$ cat src/hdl/mtks_pkg.sv
// ----------------------------------------------------------------------------
// Material text keyword scanner package
// Shared types, keyword tables and queue depths for the scanner.
// ----------------------------------------------------------------------------
package mtks_pkg;

    localparam int IN_QUEUE_DEPTH  = 4;
    localparam int OUT_QUEUE_DEPTH = 2;

    localparam int KW_COUNT         = 7;
    localparam int KW_QUALITY_COUNT = 2;
    localparam int TOKEN_LEN_W      = 5;

    // Keyword text, right-aligned: the first character sits in the highest used byte.
    localparam logic [127:0] KW_TEXT [KW_COUNT] = '{
        "highquality", "uncompressed", "program", "vertexprogram",
        "fragmentprogram", "fp20program", "glslprogram"
    };
    localparam logic [TOKEN_LEN_W-1:0] KW_LEN [KW_COUNT] = '{
        5'd11, 5'd12, 5'd7, 5'd13, 5'd15, 5'd11, 5'd11
    };

    localparam logic [7:0] CHAR_NEWLINE = 8'h0a;
    localparam logic [7:0] CHAR_DQUOTE  = 8'h22;
    localparam logic [7:0] CHAR_SQUOTE  = 8'h27;
    localparam logic [7:0] CHAR_STAR    = 8'h2a;
    localparam logic [7:0] CHAR_SLASH   = 8'h2f;
    localparam logic [7:0] CHAR_BSLASH  = 8'h5c;

    // One classified text byte, as passed from the front to the back.
    typedef struct packed {
        logic [7:0] lc_char;
        logic       is_ident;
        logic       is_bslash;
        logic       is_dquote;
        logic       is_squote;
        logic       is_slash;
        logic       is_star;
        logic       is_newline;
        logic       last;
    } item_t;

    typedef struct packed {
        logic quality_keyword;
        logic program_keyword;
        logic refused;
    } res_t;

    typedef enum logic [4:0] {
        MODE_NORMAL = 5'b00001,
        MODE_WORD   = 5'b00010,
        MODE_QUOTE  = 5'b00100,
        MODE_LINE   = 5'b01000,
        MODE_BLOCK  = 5'b10000
    } scan_mode_t;

    // Character of keyword k at position i; only meaningful for i below the keyword length.
    function automatic logic [7:0] kw_char(input int k, input logic [3:0] i);
        logic [3:0] pos;
        pos = KW_LEN[k][3:0] - 4'd1 - i;
        return KW_TEXT[k][{pos, 3'b000} +: 8];
    endfunction

endpackage

$ cat src/hdl/material_text_keyword_scanner.sv
// ----------------------------------------------------------------------------
// Material text keyword scanner
// Scans material text a byte per beat and reports keyword groups at its end.
// ----------------------------------------------------------------------------
// Text bytes are pushed one per beat, the final byte marked with last_byte, and
// exactly one result beat appears for each text, after its final byte passes
// the input queue and the result queue, or later while the result side stalls.
// The block sustains one byte per clock cycle: the back end consumes one
// classified byte a cycle from the input queue, which sets the rate, and
// stalls only while the result queue is full and a final byte waits.
module material_text_keyword_scanner
    import mtks_pkg::*;
#(
    parameter int IN_DEPTH  = IN_QUEUE_DEPTH,
    parameter int OUT_DEPTH = OUT_QUEUE_DEPTH
) (
    input  logic       clk,
    input  logic       rst_n,
    input  logic       push,
    output logic       full,
    input  logic [7:0] text_byte,
    input  logic       last_byte,
    input  logic       pop,
    output logic       empty,
    output logic       quality_keyword,
    output logic       program_keyword,
    output logic       refused
);

    item_t in_item;
    item_t q_item;
    logic  q_empty;
    logic  q_pop;
    res_t  res_in;
    res_t  res_out;
    logic  res_push;
    logic  res_full;

    mtks_front u_front (
        .text_byte (text_byte),
        .last_byte (last_byte),
        .item      (in_item)
    );

    mtks_fifo #(
        .WIDTH ($bits(item_t)),
        .DEPTH (IN_DEPTH)
    ) u_in_queue (
        .clk   (clk),
        .rst_n (rst_n),
        .push  (push),
        .wdata (in_item),
        .full  (full),
        .pop   (q_pop),
        .rdata (q_item),
        .empty (q_empty)
    );

    mtks_back u_back (
        .clk        (clk),
        .rst_n      (rst_n),
        .item       (q_item),
        .item_empty (q_empty),
        .item_pop   (q_pop),
        .res_full   (res_full),
        .res_push   (res_push),
        .res        (res_in)
    );

    mtks_fifo #(
        .WIDTH ($bits(res_t)),
        .DEPTH (OUT_DEPTH)
    ) u_out_queue (
        .clk   (clk),
        .rst_n (rst_n),
        .push  (res_push),
        .wdata (res_in),
        .full  (res_full),
        .pop   (pop),
        .rdata (res_out),
        .empty (empty)
    );

    assign quality_keyword = res_out.quality_keyword;
    assign program_keyword = res_out.program_keyword;
    assign refused         = res_out.refused;

endmodule

$ cat src/hdl/mtks_front.sv
// ----------------------------------------------------------------------------
// Scanner front end
// Lowercases each incoming byte and decodes its character class.
// ----------------------------------------------------------------------------
module mtks_front
    import mtks_pkg::*;
(
    input  logic [7:0] text_byte,
    input  logic       last_byte,
    output item_t      item
);

    logic is_upper;
    logic is_lower;
    logic is_digit;

    assign is_upper = (text_byte >= 8'h41) && (text_byte <= 8'h5a);
    assign is_lower = (text_byte >= 8'h61) && (text_byte <= 8'h7a);
    assign is_digit = (text_byte >= 8'h30) && (text_byte <= 8'h39);

    always_comb
    begin
        item.lc_char    = is_upper ? (text_byte | 8'h20) : text_byte;
        item.is_ident   = is_upper || is_lower || is_digit || (text_byte == 8'h5f);
        item.is_bslash  = (text_byte == CHAR_BSLASH);
        item.is_dquote  = (text_byte == CHAR_DQUOTE);
        item.is_squote  = (text_byte == CHAR_SQUOTE);
        item.is_slash   = (text_byte == CHAR_SLASH);
        item.is_star    = (text_byte == CHAR_STAR);
        item.is_newline = (text_byte == CHAR_NEWLINE);
        item.last       = last_byte;
    end

endmodule

$ cat src/hdl/mtks_fifo.sv
// ----------------------------------------------------------------------------
// Scanner queue
// Small first-word-fall-through queue with push/full and pop/empty sides.
// ----------------------------------------------------------------------------
module mtks_fifo #(
    parameter int WIDTH = 1,
    parameter int DEPTH = 2
) (
    input  logic             clk,
    input  logic             rst_n,
    input  logic             push,
    input  logic [WIDTH-1:0] wdata,
    output logic             full,
    input  logic             pop,
    output logic [WIDTH-1:0] rdata,
    output logic             empty
);

    localparam int PTR_W = (DEPTH > 1) ? $clog2(DEPTH) : 1;
    localparam int CNT_W = $clog2(DEPTH + 1);

    logic [WIDTH-1:0] mem_reg [DEPTH];
    logic [PTR_W-1:0] wr_ptr_reg, wr_ptr_next;
    logic [PTR_W-1:0] rd_ptr_reg, rd_ptr_next;
    logic [CNT_W-1:0] count_reg, count_next;
    logic             do_push;
    logic             do_pop;

    assign full    = (count_reg == CNT_W'(DEPTH));
    assign empty   = (count_reg == '0);
    assign do_push = push && !full;
    assign do_pop  = pop && !empty;
    assign rdata   = mem_reg[rd_ptr_reg];

    always_comb
    begin
        wr_ptr_next = wr_ptr_reg;
        rd_ptr_next = rd_ptr_reg;
        count_next  = count_reg;
        if (do_push)
        begin
            wr_ptr_next = (wr_ptr_reg == PTR_W'(DEPTH - 1)) ? '0 : wr_ptr_reg + 1'b1;
        end
        if (do_pop)
        begin
            rd_ptr_next = (rd_ptr_reg == PTR_W'(DEPTH - 1)) ? '0 : rd_ptr_reg + 1'b1;
        end
        if (do_push && !do_pop)
        begin
            count_next = count_reg + 1'b1;
        end
        else if (do_pop && !do_push)
        begin
            count_next = count_reg - 1'b1;
        end
    end

    always_ff @(posedge clk or negedge rst_n)
    begin
        if (!rst_n)
        begin
            wr_ptr_reg <= '0;
            rd_ptr_reg <= '0;
            count_reg  <= '0;
        end
        else
        begin
            wr_ptr_reg <= wr_ptr_next;
            rd_ptr_reg <= rd_ptr_next;
            count_reg  <= count_next;
        end
    end

    always_ff @(posedge clk)
    begin
        if (do_push)
        begin
            mem_reg[wr_ptr_reg] <= wdata;
        end
    end

endmodule

$ cat src/hdl/mtks_back.sv
// ----------------------------------------------------------------------------
// Scanner back end
// Comment/word/string tracking, keyword matching, one byte a cycle unless stalled.
// ----------------------------------------------------------------------------
module mtks_back
    import mtks_pkg::*;
(
    input  logic  clk,
    input  logic  rst_n,
    input  item_t item,
    input  logic  item_empty,
    output logic  item_pop,
    input  logic  res_full,
    output logic  res_push,
    output res_t  res
);

    scan_mode_t                mode_reg, mode_next;
    logic                      quote_single_reg, quote_single_next;
    logic                      slash_pending_reg, slash_pending_next;
    logic                      star_seen_reg, star_seen_next;
    logic [TOKEN_LEN_W-1:0]    tok_len_reg, tok_len_next;
    logic [KW_COUNT-1:0]       cand_reg, cand_next;
    logic                      quality_reg, quality_next;
    logic                      program_reg, program_next;
    logic                      refused_reg, refused_next;

    // A result beat may only leave when the result queue has room.
    assign item_pop = !item_empty && (!item.last || !res_full);
    assign res_push = item_pop && item.last;

    always_comb
    begin
        logic fall;
        logic handled;
        logic do_end;
        logic do_begin;
        logic do_feed;
        logic close_quote;
        logic fin_end;

        fall        = 1'b0;
        handled     = 1'b0;
        do_end      = 1'b0;
        do_begin    = 1'b0;
        do_feed     = 1'b0;
        fin_end     = 1'b0;
        close_quote = quote_single_reg ? item.is_squote : item.is_dquote;

        mode_next          = mode_reg;
        quote_single_next  = quote_single_reg;
        slash_pending_next = slash_pending_reg;
        star_seen_next     = star_seen_reg;
        tok_len_next       = tok_len_reg;
        cand_next          = cand_reg;
        quality_next       = quality_reg;
        program_next       = program_reg;
        refused_next       = refused_reg;

        if (!refused_reg)
        begin
            unique case (mode_reg)
                MODE_LINE:
                begin
                    if (item.is_newline)
                    begin
                        mode_next = MODE_NORMAL;
                    end
                end
                MODE_BLOCK:
                begin
                    if (star_seen_reg && item.is_slash)
                    begin
                        mode_next      = MODE_NORMAL;
                        star_seen_next = 1'b0;
                    end
                    else
                    begin
                        star_seen_next = item.is_star;
                    end
                end
                MODE_QUOTE:
                begin
                    if (close_quote)
                    begin
                        do_end    = 1'b1;
                        mode_next = MODE_NORMAL;
                    end
                    else if (item.is_bslash)
                    begin
                        refused_next = 1'b1;
                    end
                    else
                    begin
                        do_feed = 1'b1;
                    end
                end
                MODE_WORD:
                begin
                    if (item.is_ident)
                    begin
                        do_feed = 1'b1;
                    end
                    else
                    begin
                        do_end    = 1'b1;
                        mode_next = MODE_NORMAL;
                        fall      = 1'b1;
                    end
                end
                default:
                begin
                    mode_next = MODE_NORMAL;
                    fall      = 1'b1;
                end
            endcase

            if (fall)
            begin
                if (slash_pending_reg)
                begin
                    slash_pending_next = 1'b0;
                    if (item.is_slash)
                    begin
                        mode_next = MODE_LINE;
                        handled   = 1'b1;
                    end
                    else if (item.is_star)
                    begin
                        mode_next      = MODE_BLOCK;
                        star_seen_next = 1'b0;
                        handled        = 1'b1;
                    end
                end
                if (!handled)
                begin
                    if (item.is_bslash)
                    begin
                        refused_next = 1'b1;
                    end
                    else if (item.is_dquote || item.is_squote)
                    begin
                        mode_next         = MODE_QUOTE;
                        quote_single_next = item.is_squote;
                        do_begin          = 1'b1;
                    end
                    else if (item.is_slash)
                    begin
                        slash_pending_next = 1'b1;
                    end
                    else if (item.is_ident)
                    begin
                        mode_next = MODE_WORD;
                        do_begin  = 1'b1;
                        do_feed   = 1'b1;
                    end
                end
            end
        end

        // Close the current token, then open a fresh one, then take this byte into it.
        if (do_end)
        begin
            for (int k = 0; k < KW_COUNT; k++)
            begin
                if (cand_next[k] && (KW_LEN[k] == tok_len_next))
                begin
                    if (k < KW_QUALITY_COUNT)
                    begin
                        quality_next = 1'b1;
                    end
                    else
                    begin
                        program_next = 1'b1;
                    end
                end
            end
        end
        if (do_end || do_begin)
        begin
            tok_len_next = '0;
            cand_next    = '1;
        end
        if (do_feed)
        begin
            for (int k = 0; k < KW_COUNT; k++)
            begin
                if ((tok_len_next >= KW_LEN[k]) ||
                    (kw_char(k, tok_len_next[3:0]) != item.lc_char))
                begin
                    cand_next[k] = 1'b0;
                end
            end
            if (tok_len_next != '1)
            begin
                tok_len_next = tok_len_next + 1'b1;
            end
        end

        // End of text: settle an open word, refuse an open string or block comment.
        if (item.last && !refused_next)
        begin
            if (mode_next == MODE_WORD)
            begin
                fin_end = 1'b1;
            end
            else if ((mode_next == MODE_QUOTE) || (mode_next == MODE_BLOCK))
            begin
                refused_next = 1'b1;
            end
        end
        if (fin_end)
        begin
            for (int k = 0; k < KW_COUNT; k++)
            begin
                if (cand_next[k] && (KW_LEN[k] == tok_len_next))
                begin
                    if (k < KW_QUALITY_COUNT)
                    begin
                        quality_next = 1'b1;
                    end
                    else
                    begin
                        program_next = 1'b1;
                    end
                end
            end
        end

        res.quality_keyword = quality_next || refused_next;
        res.program_keyword = program_next || refused_next;
        res.refused         = refused_next;
    end

    always_ff @(posedge clk or negedge rst_n)
    begin
        if (!rst_n)
        begin
            mode_reg          <= MODE_NORMAL;
            quote_single_reg  <= 1'b0;
            slash_pending_reg <= 1'b0;
            star_seen_reg     <= 1'b0;
            tok_len_reg       <= '0;
            cand_reg          <= '1;
            quality_reg       <= 1'b0;
            program_reg       <= 1'b0;
            refused_reg       <= 1'b0;
        end
        else if (item_pop)
        begin
            if (item.last)
            begin
                mode_reg          <= MODE_NORMAL;
                quote_single_reg  <= 1'b0;
                slash_pending_reg <= 1'b0;
                star_seen_reg     <= 1'b0;
                tok_len_reg       <= '0;
                cand_reg          <= '1;
                quality_reg       <= 1'b0;
                program_reg       <= 1'b0;
                refused_reg       <= 1'b0;
            end
            else
            begin
                mode_reg          <= mode_next;
                quote_single_reg  <= quote_single_next;
                slash_pending_reg <= slash_pending_next;
                star_seen_reg     <= star_seen_next;
                tok_len_reg       <= tok_len_next;
                cand_reg          <= cand_next;
                quality_reg       <= quality_next;
                program_reg       <= program_next;
                refused_reg       <= refused_next;
            end
        end
    end

endmodule
$ cat config.mk
export PLATFORM = sky130hd
export DESIGN_NAME = material_text_keyword_scanner
export DESIGN_NICKNAME = d
export VERILOG_FILES = /design/src/hdl/mtks_pkg.sv /design/src/hdl/material_text_keyword_scanner.sv /design/src/hdl/mtks_front.sv /design/src/hdl/mtks_fifo.sv /design/src/hdl/mtks_back.sv
export SDC_FILE = /design/constraint.sdc
export NUM_CORES = 1
export LEC_CHECK = 0
export BUFFER_PORTS_ARGS = -buffer_cell sky130_fd_sc_hd__buf_4
export CAP_MARGIN = 20
export CELL_PAD_IN_SITES_DETAIL_PLACEMENT = 0
export CELL_PAD_IN_SITES_GLOBAL_PLACEMENT = 1
export CORE_ASPECT_RATIO = 1.2
export CORE_MARGIN = 5
export CORE_UTILIZATION = 50
export DETAILED_ROUTE_END_ITERATION = 6
export PLACE_DENSITY_LB_ADDON = 0.1
export SYNTH_ARGS = -nofsm -noshare
export SYNTH_HDL_FRONTEND = slang
export SYNTH_SLANG_ARGS = --single-unit
$ cat constraint.sdc
create_clock -name clk -period 13.2 [get_ports clk]
set_input_delay 0.66 -clock clk [delete_from_list [all_inputs] [get_ports clk]]
set_output_delay 0.66 -clock clk [all_outputs]
set_load 0.1 [all_outputs]
== Yosys cells after proc, flatten, opt, wreduce, memory -nomap -nowiden ==
Memory sizes are Yosys's and may differ from the RTL's.
Cells that the tools add are included.

* Register bits: 34
* RAM bits: 70
* Memories: 2
* Word-level logic and storage cells: 279
* Output and inout port bits: 5
* Input bits: 13

{| class="wikitable"
|+ Memory list
! memory !! depth !! bits a word !! read ports !! clocked after Yosys merged registers in !! write ports !! RTL line !! RTL
|-
| u_in_queue.mem_reg || 4 || 16 || 1 || 0 || 1 || mtks_fifo.sv:22 || <nowiki>logic [WIDTH-1:0] mem_reg [DEPTH];</nowiki>
|-
| u_out_queue.mem_reg || 2 || 3 || 1 || 0 || 1 || mtks_fifo.sv:22 ||
|}

* Shift-type cells: 7
* Reductions and logical operators: 65
* Muxes and demuxes: 126
* Equality and inequality tests: 39
* $lt $le $gt $ge: 11
* Add/sub/neg operators: 14

{| class="wikitable"
|+ Operators by type and width
! cell !! count
|-
| indexed part select 128 x 8 -> 8 bit, first input constant || 7
|-
| two-way mux 5 bit || 19
|-
| two-way mux 1 bit || 93
|-
| inequality test 8 bit || 7
|-
| == test 4 x 5 -> 1 bit, first input constant || 8
|-
| == test 8 x 6 -> 1 bit, second input constant || 4
|-
| logical AND 1 bit || 29
|-
| two-way mux 7 bit || 3
|-
| greater-or-equal comparator 5 x 4 -> 1 bit, second input constant || 4
|-
| case mux 5 bit (4 select lines) || 1
|-
| == test 8 x 7 -> 1 bit, second input constant || 2
|-
| greater-or-equal comparator 8 x 7 -> 1 bit, second input constant || 2
|-
| less-or-equal comparator 8 x 7 -> 1 bit, second input constant || 2
|-
| logical OR 1 bit || 16
|-
| subtractor 4 bit, first input constant || 4
|-
| == test 3 x 5 -> 1 bit, first input constant || 2
|-
| == test 5 x 2 -> 1 bit, second input constant || 2
|-
| == test 5 x 3 -> 1 bit, second input constant || 2
|-
| == test 5 bit, second input constant || 2
|-
| zero test 1 bit || 10
|-
| == test 8 x 4 -> 1 bit, second input constant || 1
|-
| greater-or-equal comparator 8 x 6 -> 1 bit, second input constant || 1
|-
| less-or-equal comparator 8 x 6 -> 1 bit, second input constant || 1
|-
| two-way mux 2 bit || 4
|-
| 23 further kinds || 36
|}

== Logic depth before layout (Yosys ltp) ==
* Depth after elaboration: 25
* Gate-level depth with buffers: 22
* Gate-level depth less buffers: 18

== By module ==
From an unflattened synthesis, not the netlist that was laid out.

* Cells, all modules: 803
* Area, all modules: 7719.9 um^2

{| class="wikitable"
|+ By module, submodules not included
! module !! cells an instance !! times used !! area each (um^2) !! seq. area each (um^2)
|-
| mtks_back || 618 || 1 || 4321.6 || 585.6
|-
| mtks_fifo at u_in_queue || 121 || 1 || 2757.6 || 2097.0
|-
| mtks_fifo at u_out_queue || 28 || 1 || 410.4 || 280.3
|-
| mtks_front || 36 || 1 || 230.2 || 0.0
|}

== Worst setup path before layout ==
No wires, ideal clock.

* Path type: reg-to-reg
* Start point: register u_in_queue.rd_ptr_reg[0]
* End point: memory u_out_queue.mem_reg[0][1] in the netlist's numbering, data pin
* Data arrival time: 4871 ps
* Library setup time: 211 ps
* Stages on the path, launching flop included: 21
* Required time: 12989 ps
* Path slack: 8118 ps
* Clock period less this slack: 5082 ps
* Cell sequence: dfrtp_1 -> buf_6 -> mux4_2 -> nor3_4 -> o31ai_1 -> buf_4 -> o221ai_1 -> inv_1 -> ha_1 -> clkbuf_1 -> nor2_1 -> o221ai_1 -> o21ai_1 -> buf_2 -> inv_2 -> ha_1 -> a311oi_1 -> o32ai_1 -> xnor2_1 -> a21oi_1 -> o41ai_1

{| class="wikitable"
|+ RTL lines
! element !! RTL line !! RTL
|-
| start: declaration || mtks_fifo.sv:24 || <nowiki>logic [PTR_W-1:0] rd_ptr_reg, rd_ptr_next;</nowiki>
|-
| start signal: assignment || mtks_fifo.sv:69 || <nowiki>rd_ptr_reg <= rd_ptr_next;</nowiki>
|-
| end: declaration || mtks_fifo.sv:22 ||
|}

==> results.md <==
- Status: completed
- Clock-pin slew of the registers on the worst-case setup and hold paths: 70 ps
- CTS Hold Buffers Added: 0
- Worst-path maximum fanout: 20
- WL/cell: 22.09 µm
- Pins over their slew limit: 0
- F_max: 144.6 MHz
- Top_reg_cell synth: edfxtp_1
- Max_cap viols: 0
- Post-synth EDFFs: 70
- Peak VDD IR: 133.3 µV
- Tmin final: 6916 ps
- HP Class: primary input to asynchronous set/reset pin
- Num CTS Buffers: 9
- First-pass GRT wire length: 32570 µm
- R2r worst-path depth: 17
- Tcrit/Tclk final: 52.39%
- Via count: 5970
- Rel. slew slack: 27.51%
- Global route overflow: 0
- Post-cts gate resize count: 0
- H-tree lvl count: 3
- Final Hold Viols: 0
- Fill cell count: 1286
- Initial antenna violation count: 0
- Die area: 17150 µm²
- Post-synth top area share: 28.76%
- PnR worst setup slack: 6284 ps
- RR Startpoint: u_in_queue.rd_ptr_reg[1]
- Top cell type by total area after synthesis: edfxtp_1
- Leak pwr: 2.774 nW
- Mapped Cells: 744
- Worst setup SP type: register
- Global Route Usage Sum: 24.44%
- Measured slew at the worst slew-check pin: 1081 ps
- Finished Layout Cells: 911
- Vias in the first global route: 5936
- Antenna cells: 0
- Fin Setup TNS: 0 ps
- Most common cell in the synthesized netlist: nor2_1
- CP required: 13340 ps
- Starting Density: 50.92%
- Pin count of the biggest net entering global routing: 35
- Die W: 120.4 µm
- Clock buffer depth: 2
- CP startpoint: u_in_queue.rd_ptr_reg[1]
- Max FFs per register: 64
- Synth cell count leaders: 71 x nor2_1, 70 x edfxtp_1, 60 x nand2_1
- Routed WL: 20130 µm
- Crit path capture: u_out_queue.mem_reg[0][2]
- CTS tree: done
- Die Y: 142.5 µm
- Final core utilization: 54.32%
- Yosys warns: 0
- RSZ-0062 raised after global routing: false
- Clk sink count: 104
- Syn_nets: 786
- Flops & latches, synth: 104
- Post-CTS Setup Repair Bufs: 0
- Skew-Pair Late Insertion Delay: 360 ps
- Endpoints failing setup: 0
- Final ANT Viol Nets: 0
- Reg2reg setup slack: 6280 ps
- Core area: 14350 µm²
- Worst hold-check slack: 249.7 ps
- Port bufs: 17
- # rows: 48
- Average cell area after synthesis: 9.825 µm²
- DR iter-0 viols: 544
- Post-DP HPWL: 14360 µm
- Clk root buf: clkbuf_16
- Seq/Total Area, Yosys: 40.53%
- I/O pins: 18
- Placed Instances: 895
- Setup CP Type: register to register
- Final setup skew: 8.931 ps
- Synth unique cells: 84
- GP Congestion: 0.9102
- Multi-input logic area: 4010 µm²
- Arr. time, crit path: 7060 ps
- DRT Pass-1 Iters: 5
- Async S/R FF share, synth: 32.69%
- Area delta synth->final: 6.676%
- DR vias/cell: 6.553
- Area after DPL: 7518 µm²
- Tot Pwr: 1.545 mW
- Pre-CTS setup slack: 6435 ps
- R2R Path End: u_out_queue.mem_reg[0][2]
- Area of the mapped netlist: 7310 µm²
- Design area: 7797 µm²
- Setup crit end kind: register
- Layout cells sized above 1: 13.99%
- Top cells by area, synth: edfxtp_1 29%, dfrtp_1 8.9%, mux4_2 4.9%
- Cell Pwr Density: 198.1 nW/µm²
- Final nets: 773
- DRC violations left: 0
- FF+latch area: 2963 µm²
==> cell usage in the layout, fill, tap and decap left out, types with 21 or more instances in the layout <==
| master | n |
|---|---|
| nor2_1 | 71 |
| xnor2_1 | 28 |
| ha_1 | 28 |
| o21ai_0 | 32 |
| inv_1 | 30 |
| dfrtp_1 | 26 |
| edfxtp_1 | 70 |
| nor3_1 | 21 |
| buf_4 | 27 |
| nand2_1 | 60 |
| a21oi_1 | 50 |
==> cells by family (layout without fill, tap and decap cells) <==
| group | after synthesis | in the layout | share of synthesized area, % |
|---|---|---|---|
| mux | 34 | 34 | 7.549 |
| simple gates | 232 | 232 | 15.32 |
| fa+ha+maj | 29 | 29 | 5.067 |
| xor+xnor | 44 | 44 | 5.461 |
| flops | 104 | 104 | 40.53 |
| buf+inv | 84 | 76 | 4.673 |
| compound gates | 217 | 217 | 21.40 |
==> layout make-up <==
| class | count | share of cell area, % |
|---|---|---|
| multi-input combinational | 556 | 51.43 |
| tap | 175 | 2.808 |
| clock buffer | 9 | 2.888 |
| sequential | 104 | 38.00 |
| clock inverter | 7 | 0.6900 |
| inverter | 33 | 1.589 |
| timing repair buffer | 27 | 2.599 |
==> worst min path at each step <==
stage                         endpoint  depth (start not counted)
2_1_floorplan       u_back.mode_reg[1]                          0
3_3_place_gp   u_in_queue.count_reg[2]                          1
3_5_place_dp        u_back.cand_reg[4]                          2
4_1_cts         u_out_queue.rd_ptr_reg                          1
5_1_grt         u_out_queue.rd_ptr_reg                          1
6_report        u_out_queue.rd_ptr_reg                          1
==> critical path, cell delays in order (launching register included) <==
cell	delay (ps)
dfrtp_1	860
mux4_2	430
nor3_4	80
o31ai_2	890
o22a_1	290
nand2_1	300
inv_1	360
ha_1	730
nand2_1	150
o21ai_1	800
inv_2	230
ha_1	310
xor2_1	160
nor3_1	150
nor2_1	60
o31ai_1	380
or3b_1	390
o311ai_1	110
==> power by group <==
group	total (mW)	switching [mW]	internal (mW)	leakage, nW
clock	0.251	0.121	0.130	0.135
combinational	0.802	0.523	0.279	1.60
sequential	0.492	0.0500	0.442	1.04
==> per-layer routing <==
layer / global-route usage (%) / vias up / share of wire, %
met2: 42.95 / 223 / 51
met4: 9.368 / 0 / 3.2
li1: - / 2773 / -
met3: 3.340 / 45 / 6.0
met1: 30.62 / 2929 / 40
met5: 0 / - / 0
Power figures use the tool's default switching activity.
